`src/rtl/mqva_pkg.sv`:
```
// ----------------------------------------------------------------------------
// mqva_pkg
// Shared types and constants of the modular vector ALU: operation codes,
// beat layouts and the per-stage advance group of the pipeline.
// ----------------------------------------------------------------------------
package mqva_pkg;

	localparam int OPND_W = 10;
	localparam int PROD_W = 2 * OPND_W;

	typedef enum logic [1:0] {
		OP_MUL = 2'd0,
		OP_ADD = 2'd1,
		OP_SUB = 2'd2
	} op_t;

	typedef struct packed {
		logic [1:0]        op;
		logic [OPND_W-1:0] a;
		logic [OPND_W-1:0] b;
		logic              last;
	} req_t;

	typedef struct packed {
		logic [OPND_W-1:0] result;
		logic              last_out;
	} rsp_t;

	typedef struct packed {
		logic s1;
		logic s2;
		logic s3;
	} stage_en_t;

endpackage

```
`src/rtl/mqva_addsub.sv`:
```
// ----------------------------------------------------------------------------
// mqva_addsub
// Modular add and subtract with one conditional correction by the modulus.
// ----------------------------------------------------------------------------
module mqva_addsub #(
	parameter int MODULUS = 1021
) (
	input  logic [1:0]                   op,
	input  logic [mqva_pkg::OPND_W-1:0] a,
	input  logic [mqva_pkg::OPND_W-1:0] b,
	output logic [mqva_pkg::OPND_W-1:0] res
);
	import mqva_pkg::*;

	localparam int MW = $clog2(MODULUS + 1);
	localparam int AW = ((MW > OPND_W + 1) ? MW : OPND_W + 1) + 1;
	localparam logic [AW-1:0] MOD_A = AW'(MODULUS);

	logic [AW-1:0] sum;
	logic [AW-1:0] dif;
	logic [AW-1:0] sum_fix;
	logic [AW-1:0] dif_fix;

	always_comb begin
		sum     = AW'(a) + AW'(b) - MOD_A;
		dif     = AW'(a) - AW'(b);
		sum_fix = sum[AW-1] ? sum + MOD_A : sum;
		dif_fix = dif[AW-1] ? dif + MOD_A : dif;
		case (op_t'(op))
			OP_ADD:  res = sum_fix[OPND_W-1:0];
			OP_SUB:  res = dif_fix[OPND_W-1:0];
			default: res = '0;
		endcase
	end

endmodule

```
`src/rtl/mqva_barrett.sv`:
```
// ----------------------------------------------------------------------------
// mqva_barrett
// Three-stage modular multiplier: product, Barrett quotient estimate,
// quotient times modulus; final subtract and one correction at the output.
// ----------------------------------------------------------------------------
module mqva_barrett #(
	parameter int MODULUS = 1021
) (
	input  logic                         clk,
	input  mqva_pkg::stage_en_t          en,
	input  logic [mqva_pkg::OPND_W-1:0] a,
	input  logic [mqva_pkg::OPND_W-1:0] b,
	output logic [mqva_pkg::OPND_W-1:0] res
);
	import mqva_pkg::*;

	localparam int MW   = $clog2(MODULUS + 1);
	localparam int K    = PROD_W + MW;
	localparam int MU_W = PROD_W + 2;
	localparam int QW   = PROD_W + MU_W - K;
	localparam logic [MU_W-1:0] MU = MU_W'((64'd1 << K) / 64'(MODULUS));
	localparam logic [MW-1:0] MOD_M = MW'(MODULUS);
	localparam logic [PROD_W-1:0] MOD_P = PROD_W'(MODULUS);

	logic [PROD_W-1:0]      p_s1;
	logic [PROD_W-1:0]      p_s2;
	logic [PROD_W-1:0]      p_s3;
	logic [QW-1:0]          q_s2;
	logic [PROD_W-1:0]      qm_s3;
	logic [PROD_W+MU_W-1:0] t;
	logic [QW+MW-1:0]       qm;
	logic [PROD_W-1:0]      r;
	logic [PROD_W-1:0]      r_fix;

	always_comb begin
		t     = (PROD_W + MU_W)'(p_s1) * (PROD_W + MU_W)'(MU);
		qm    = (QW + MW)'(q_s2) * (QW + MW)'(MOD_M);
		r     = p_s3 - qm_s3;
		r_fix = (r >= MOD_P) ? r - MOD_P : r;
		res   = r_fix[OPND_W-1:0];
	end

	always_ff @(posedge clk) begin
		if (en.s1) begin
			p_s1 <= PROD_W'(a) * PROD_W'(b);
		end
		if (en.s2) begin
			p_s2 <= p_s1;
			q_s2 <= t[K +: QW];
		end
		if (en.s3) begin
			p_s3  <= p_s2;
			qm_s3 <= qm[PROD_W-1:0];
		end
	end

endmodule

```
`src/rtl/mod_q_vector_alu.sv`:
```
// ----------------------------------------------------------------------------
// mod_q_vector_alu
// Element-wise multiply, add and subtract of residues modulo MODULUS.
// ----------------------------------------------------------------------------
// Usage:
//   req channel: one beat per element (op, a, b, last), taken when req_valid
//   is high and req_stall is low. rsp channel: one beat per request beat
//   (result, last_out), in order, taken when rsp_valid is high and rsp_stall
//   is low.
//   Throughput is one beat per cycle while the receiver does not stall; the
//   four-stage datapath is set by the Barrett multiplier (product, quotient
//   estimate, quotient times modulus, final correction), each stage holding
//   one multiply or one subtract-compare.
//   A stage moves whenever the stage after it is empty or moving, so bubbles
//   close up; req_stall rises only when all four stages are full and the
//   receiver stalls, and no beat is dropped or repeated.
//   Reset clears all valid bits; the pipeline is empty and ready at once.
//   Operation code 3 returns zero. Operands are expected in 0..MODULUS-1.
// ----------------------------------------------------------------------------
module mod_q_vector_alu #(
	parameter int MODULUS = 1021
) (
	input  logic           clk,
	input  logic           arst_n,
	input  logic           req_valid,
	output logic           req_stall,
	input  mqva_pkg::req_t req,
	output logic           rsp_valid,
	input  logic           rsp_stall,
	output mqva_pkg::rsp_t rsp
);
	import mqva_pkg::*;

	logic              v_s1, v_s2, v_s3, v_s4;
	logic [1:0]        op_s1, op_s2, op_s3;
	logic [OPND_W-1:0] as_s1, as_s2, as_s3;
	logic              last_s1, last_s2, last_s3;
	rsp_t              rsp_s4;
	logic [OPND_W-1:0] as_res;
	logic [OPND_W-1:0] mul_res;
	logic              en4;
	stage_en_t         en;

	always_comb begin
		en4       = !v_s4 || !rsp_stall;
		en.s3     = !v_s3 || en4;
		en.s2     = !v_s2 || en.s3;
		en.s1     = !v_s1 || en.s2;
		req_stall = !en.s1;
		rsp_valid = v_s4;
		rsp       = rsp_s4;
	end

	mqva_addsub #(.MODULUS(MODULUS)) u_addsub (
		.op  (req.op),
		.a   (req.a),
		.b   (req.b),
		.res (as_res)
	);

	mqva_barrett #(.MODULUS(MODULUS)) u_barrett (
		.clk (clk),
		.en  (en),
		.a   (req.a),
		.b   (req.b),
		.res (mul_res)
	);

	always_ff @(posedge clk or negedge arst_n) begin
		if (!arst_n) begin
			v_s1 <= 1'b0;
			v_s2 <= 1'b0;
			v_s3 <= 1'b0;
			v_s4 <= 1'b0;
		end else begin
			if (en.s1) v_s1 <= req_valid;
			if (en.s2) v_s2 <= v_s1;
			if (en.s3) v_s3 <= v_s2;
			if (en4)   v_s4 <= v_s3;
		end
	end

	always_ff @(posedge clk) begin
		if (en.s1) begin
			op_s1   <= req.op;
			as_s1   <= as_res;
			last_s1 <= req.last;
		end
		if (en.s2) begin
			op_s2   <= op_s1;
			as_s2   <= as_s1;
			last_s2 <= last_s1;
		end
		if (en.s3) begin
			op_s3   <= op_s2;
			as_s3   <= as_s2;
			last_s3 <= last_s2;
		end
		if (en4) begin
			rsp_s4.result   <= (op_t'(op_s3) == OP_MUL) ? mul_res : as_s3;
			rsp_s4.last_out <= last_s3;
		end
	end

endmodule
```
`config.mk`:
```
export PLATFORM = sky130hd
export DESIGN_NAME = mod_q_vector_alu
export DESIGN_NICKNAME = d
export VERILOG_FILES = /design/src/rtl/mqva_pkg.sv /design/src/rtl/mqva_addsub.sv /design/src/rtl/mqva_barrett.sv /design/src/rtl/mod_q_vector_alu.sv
export SDC_FILE = /design/constraint.sdc
export NUM_CORES = 1
export LEC_CHECK = 0
export ABC_AREA = 0
export BUFFER_PORTS_ARGS = -buffer_cell sky130_fd_sc_hd__clkbuf_2
export CAP_MARGIN = 20
export CORE_ASPECT_RATIO = 0.7
export CORE_MARGIN = 2
export CORE_UTILIZATION = 51
export CTS_CLUSTER_SIZE = 20
export DETAILED_ROUTE_END_ITERATION = 6
export PLACE_DENSITY = 0.65
export SYNTH_ARGS = -nofsm -noshare
export SYNTH_HDL_FRONTEND = slang
export SYNTH_SLANG_ARGS = --single-unit
```
`constraint.sdc`:
```
create_clock -name clk -period 5.7 [get_ports clk]
set_input_delay 1.14 -clock clk [delete_from_list [all_inputs] [get_ports clk]]
set_output_delay 1.14 -clock clk [all_outputs]
set_load 0.05 [all_outputs]
```
==> metrics.md <==
| Metric | Value |
|---|---|
| Outcome | complete, no violations |
| CTS Buffer Depth | 2 |
| Register area share after synthesis | 26.8% |
| Setup Skew | 13.8 ps |
| Num CTS Buffers | 17 |
| Worst r2r path cells | 18 |
| Ys flop type | edfxtp_1 |
| Place WS | -266 ps |
| Clock sink count | 145 |
| Ranking of synthesized cells by area | edfxtp_1 26%, ha_1 25%, fa_1 18% |
| Reg-to-reg startpoint | u_barrett.p_s1[12]$_DFFE_PN_ |
| Final WS setup | 241 ps |
| Mapped Cells | 1516 |
| Critical path class | input port to register |
| Yosys cell types | 72 |
| Drt pass-1 iters | 5 |
| Starting Density | 51.9% |
| Clock Latency Late Sink | 430 ps |
| Max Slew Vio Count | 0 |
| Worst-margin pin slew | 1140 ps |
| Hold Path Class | register to register |
| Drt wl/cell | 15.9 microns |
| Flop-to-flop setup slack | 330 ps |
| GRT overflow | 0 |
| I/O pins | 40 |
| Setup crit start kind | input port |
| Core Rows | 54 |
| Max-Cap Viols | 0 |
| Time the worst path needs with I/O delays and setup | 5460 ps |
| Synthesis-to-finish area growth | 11.8% |
| Filler cell count | 2670 |
| Synth top cells by count | 325 x ha_1, 303 x inv_1, 147 x fa_1 |
| Relative slew slack | 23.5% |
| Top-count cell post-synth | ha_1 |
| Yosys reg bits | 145 |
| Hold Fails Final Rpt | 0 |
| Die width | 217 microns |
| RR Endpoint | u_barrett.q_s2[8]$_DFFE_PP_ |
| WL final | 32900 microns |
| Initial antenna violation count | 0 |
| CP Data Required Time | 5880 ps |
| Worst-path fanout max | 8 |
| Worst Setup EP | u_barrett.p_s1[16]$_DFFE_PN_ |
| Vias in the first global route | 10900 |
| GPL Wtd Cong | 0.887 |
| Layout cells sized above 1 | 10.6% |
| Core ar. | 0.0311 sq mm |
| GRT Resource Usage Total | 20.9% |
| Placed cells | 2031 |
| Unrepaired setup endpoints after global routing | no |
| Warnings, synthesis | 0 |
| Final period util | 95.8% |
| Fmax | 0.183 GHz |
| Avg Vias per Cell | 5.23 |
| Die Area | 0.0331 sq mm |
| Critical path arrival | 5640 ps |
| Largest area contributor in the netlist | edfxtp_1 |
| Mapped Nets | 2015 |
| Via count | 10800 |
| Clk root buf | clkbuf_16 |
| Clk pin slew, worst setup/hold paths | 70 ps |
| Finished Layout Cells | 2069 |
| Share of the synthesized area in the top cell type | 26.2% |
| Critical path capture point type | register |
| Cell area after synthesis | 0.0162 sq mm |
| FFs w/ async S/R, synth | 2.76% |
| Antenna cells | 0 |
| Die Ht | 153 microns |
| Starting DRT DRC Count | 699 |
| First-pass GRT wire length | 55000 microns |
| Largest net degree at the start of global routing | 51 |
| Final setup vio count | 0 |
| DP HPWL | 27800 microns |
| H-tree Lvls | 4 |
| Number of synthesized flops with an enable pin | 141 |
| Port bufs | 39 |
| Syn Area/Cell | 10.7 sq um |
| Nets | 2135 |
| CTS tree | built |
| Final ANT Viol Nets | 0 |
| Worst setup path startpoint | req[14] |
| DRC | 0 |
| Hold_buf cts | 0 |
[per-stage QoR]
step                      util, %  setup TNS (ps)  hold WS (ps)  instance area (sq um)
after global routing         58.0               0           426                  18100
after floorplan                 -               0           400                  16200
after global placement       55.7            -787           402                  17300
final                        58.0               0           416                  18100
after CTS                    57.7               0           420                  18000
after detailed placement     55.7           -1050           405                  17300
[layout by cell type (no fill, tap or decap), types with 33 or more instances in the layout]
cell,count
edfxtp_1,141
nand2_1,76
fa_1,147
xnor2_1,59
and2_1,33
clkbuf_2,39
ha_1,324
buf_4,75
inv_1,302
a21oi_1,48
nor2_1,71
[cells by family (layout without fill, tap and decap cells)]
| kind of cell | Yosys count | count (layout) | share of synthesized area (%) |
|---|---|---|---|
| AO/OA/AOI/OAI | 207 | 207 | 8.81 |
| XOR/XNOR | 80 | 80 | 4.34 |
| adder cells (fa/ha/maj) | 472 | 472 | 43.4 |
| buffers and inverters | 319 | 452 | 7.46 |
| flip-flops | 145 | 145 | 26.8 |
| multiplexers | 5 | 5 | 0.364 |
| AND/OR/NAND/NOR | 288 | 288 | 8.81 |
[per-layer routing]
layer	share of wire [%]	wire length, microns	GRT usage, %	up-vias
met5	0	0	0	-
met4	0.94	310	3.91	0
met1	54	17700	33.6	5263
met3	3.9	1300	3.14	26
li1	-	-	-	5382
met2	41	13600	29.9	159
[worst min path at each step]
stage                        from            endpoint  slack [ps]  cells past startpoint
6_report       op_s1[0]$_DFFE_PN_  op_s2[0]$_DFFE_PP_         420                      0
4_1_cts        op_s1[0]$_DFFE_PN_  op_s2[0]$_DFFE_PP_         420                      0
3_3_place_gp    last_s2$_DFFE_PP_   last_s3$_DFFE_PP_         400                      0
5_1_grt        as_s2[7]$_DFFE_PP_  as_s3[7]$_DFFE_PP_         430                      0
2_1_floorplan  as_s1[0]$_DFFE_PN_  as_s2[0]$_DFFE_PP_         400                      0
3_5_place_dp   as_s2[5]$_DFFE_PP_  as_s3[5]$_DFFE_PP_         400                      0
[registers in the layout (all words and copies together) (netlist names)]
register         cells
as_s1               10
as_s2               10
as_s3               10
last_s1              1
last_s2              1
last_s3              1
op_s1                2
op_s2                2
op_s3                2
rsp                 11
rsp_valid            1
u_barrett.p_s1      20
u_barrett.p_s2      20
u_barrett.p_s3      20
u_barrett.q_s2      11
u_barrett.qm_s3     20
v_s1                 1
v_s2                 1
v_s3                 1
[area by class of cell]
type                    instances  area, sq um  area share (%)
clock buffers                  17          425            2.36
multi-input cells            1052        10700            59.0
repair buffers                115          778            4.31
inverters                     305         1140            6.34
clock inverters                15          186            1.03
well taps                     420          526            2.91
flip-flops and latches        145         4330            24.0
[critical path: stages]
cell and delay [ps]:
clkbuf_2 110, buf_4 170, and2_1 150, fa_1 400
fa_1 540, inv_1 50, fa_1 470, inv_1 50
fa_1 520, inv_1 60, fa_1 530, inv_1 50
ha_2 320, nor2_2 50, a211oi_1 370, o31ai_1 100
buf_4 150, o21ai_0 170, a21oi_1 110, xnor2_1 120
[timing repair]
| action | CTS | global route |
|---|---|---|
| resized for setup | 0 | 10 |
| buffers inserted | 0 | 5 |
| setup endpoints to repair | 0 | 10 |
Power is left out: the tool's default activity adds up to more than one toggle a clock period on the data nets, which glitch-free logic cannot reach.
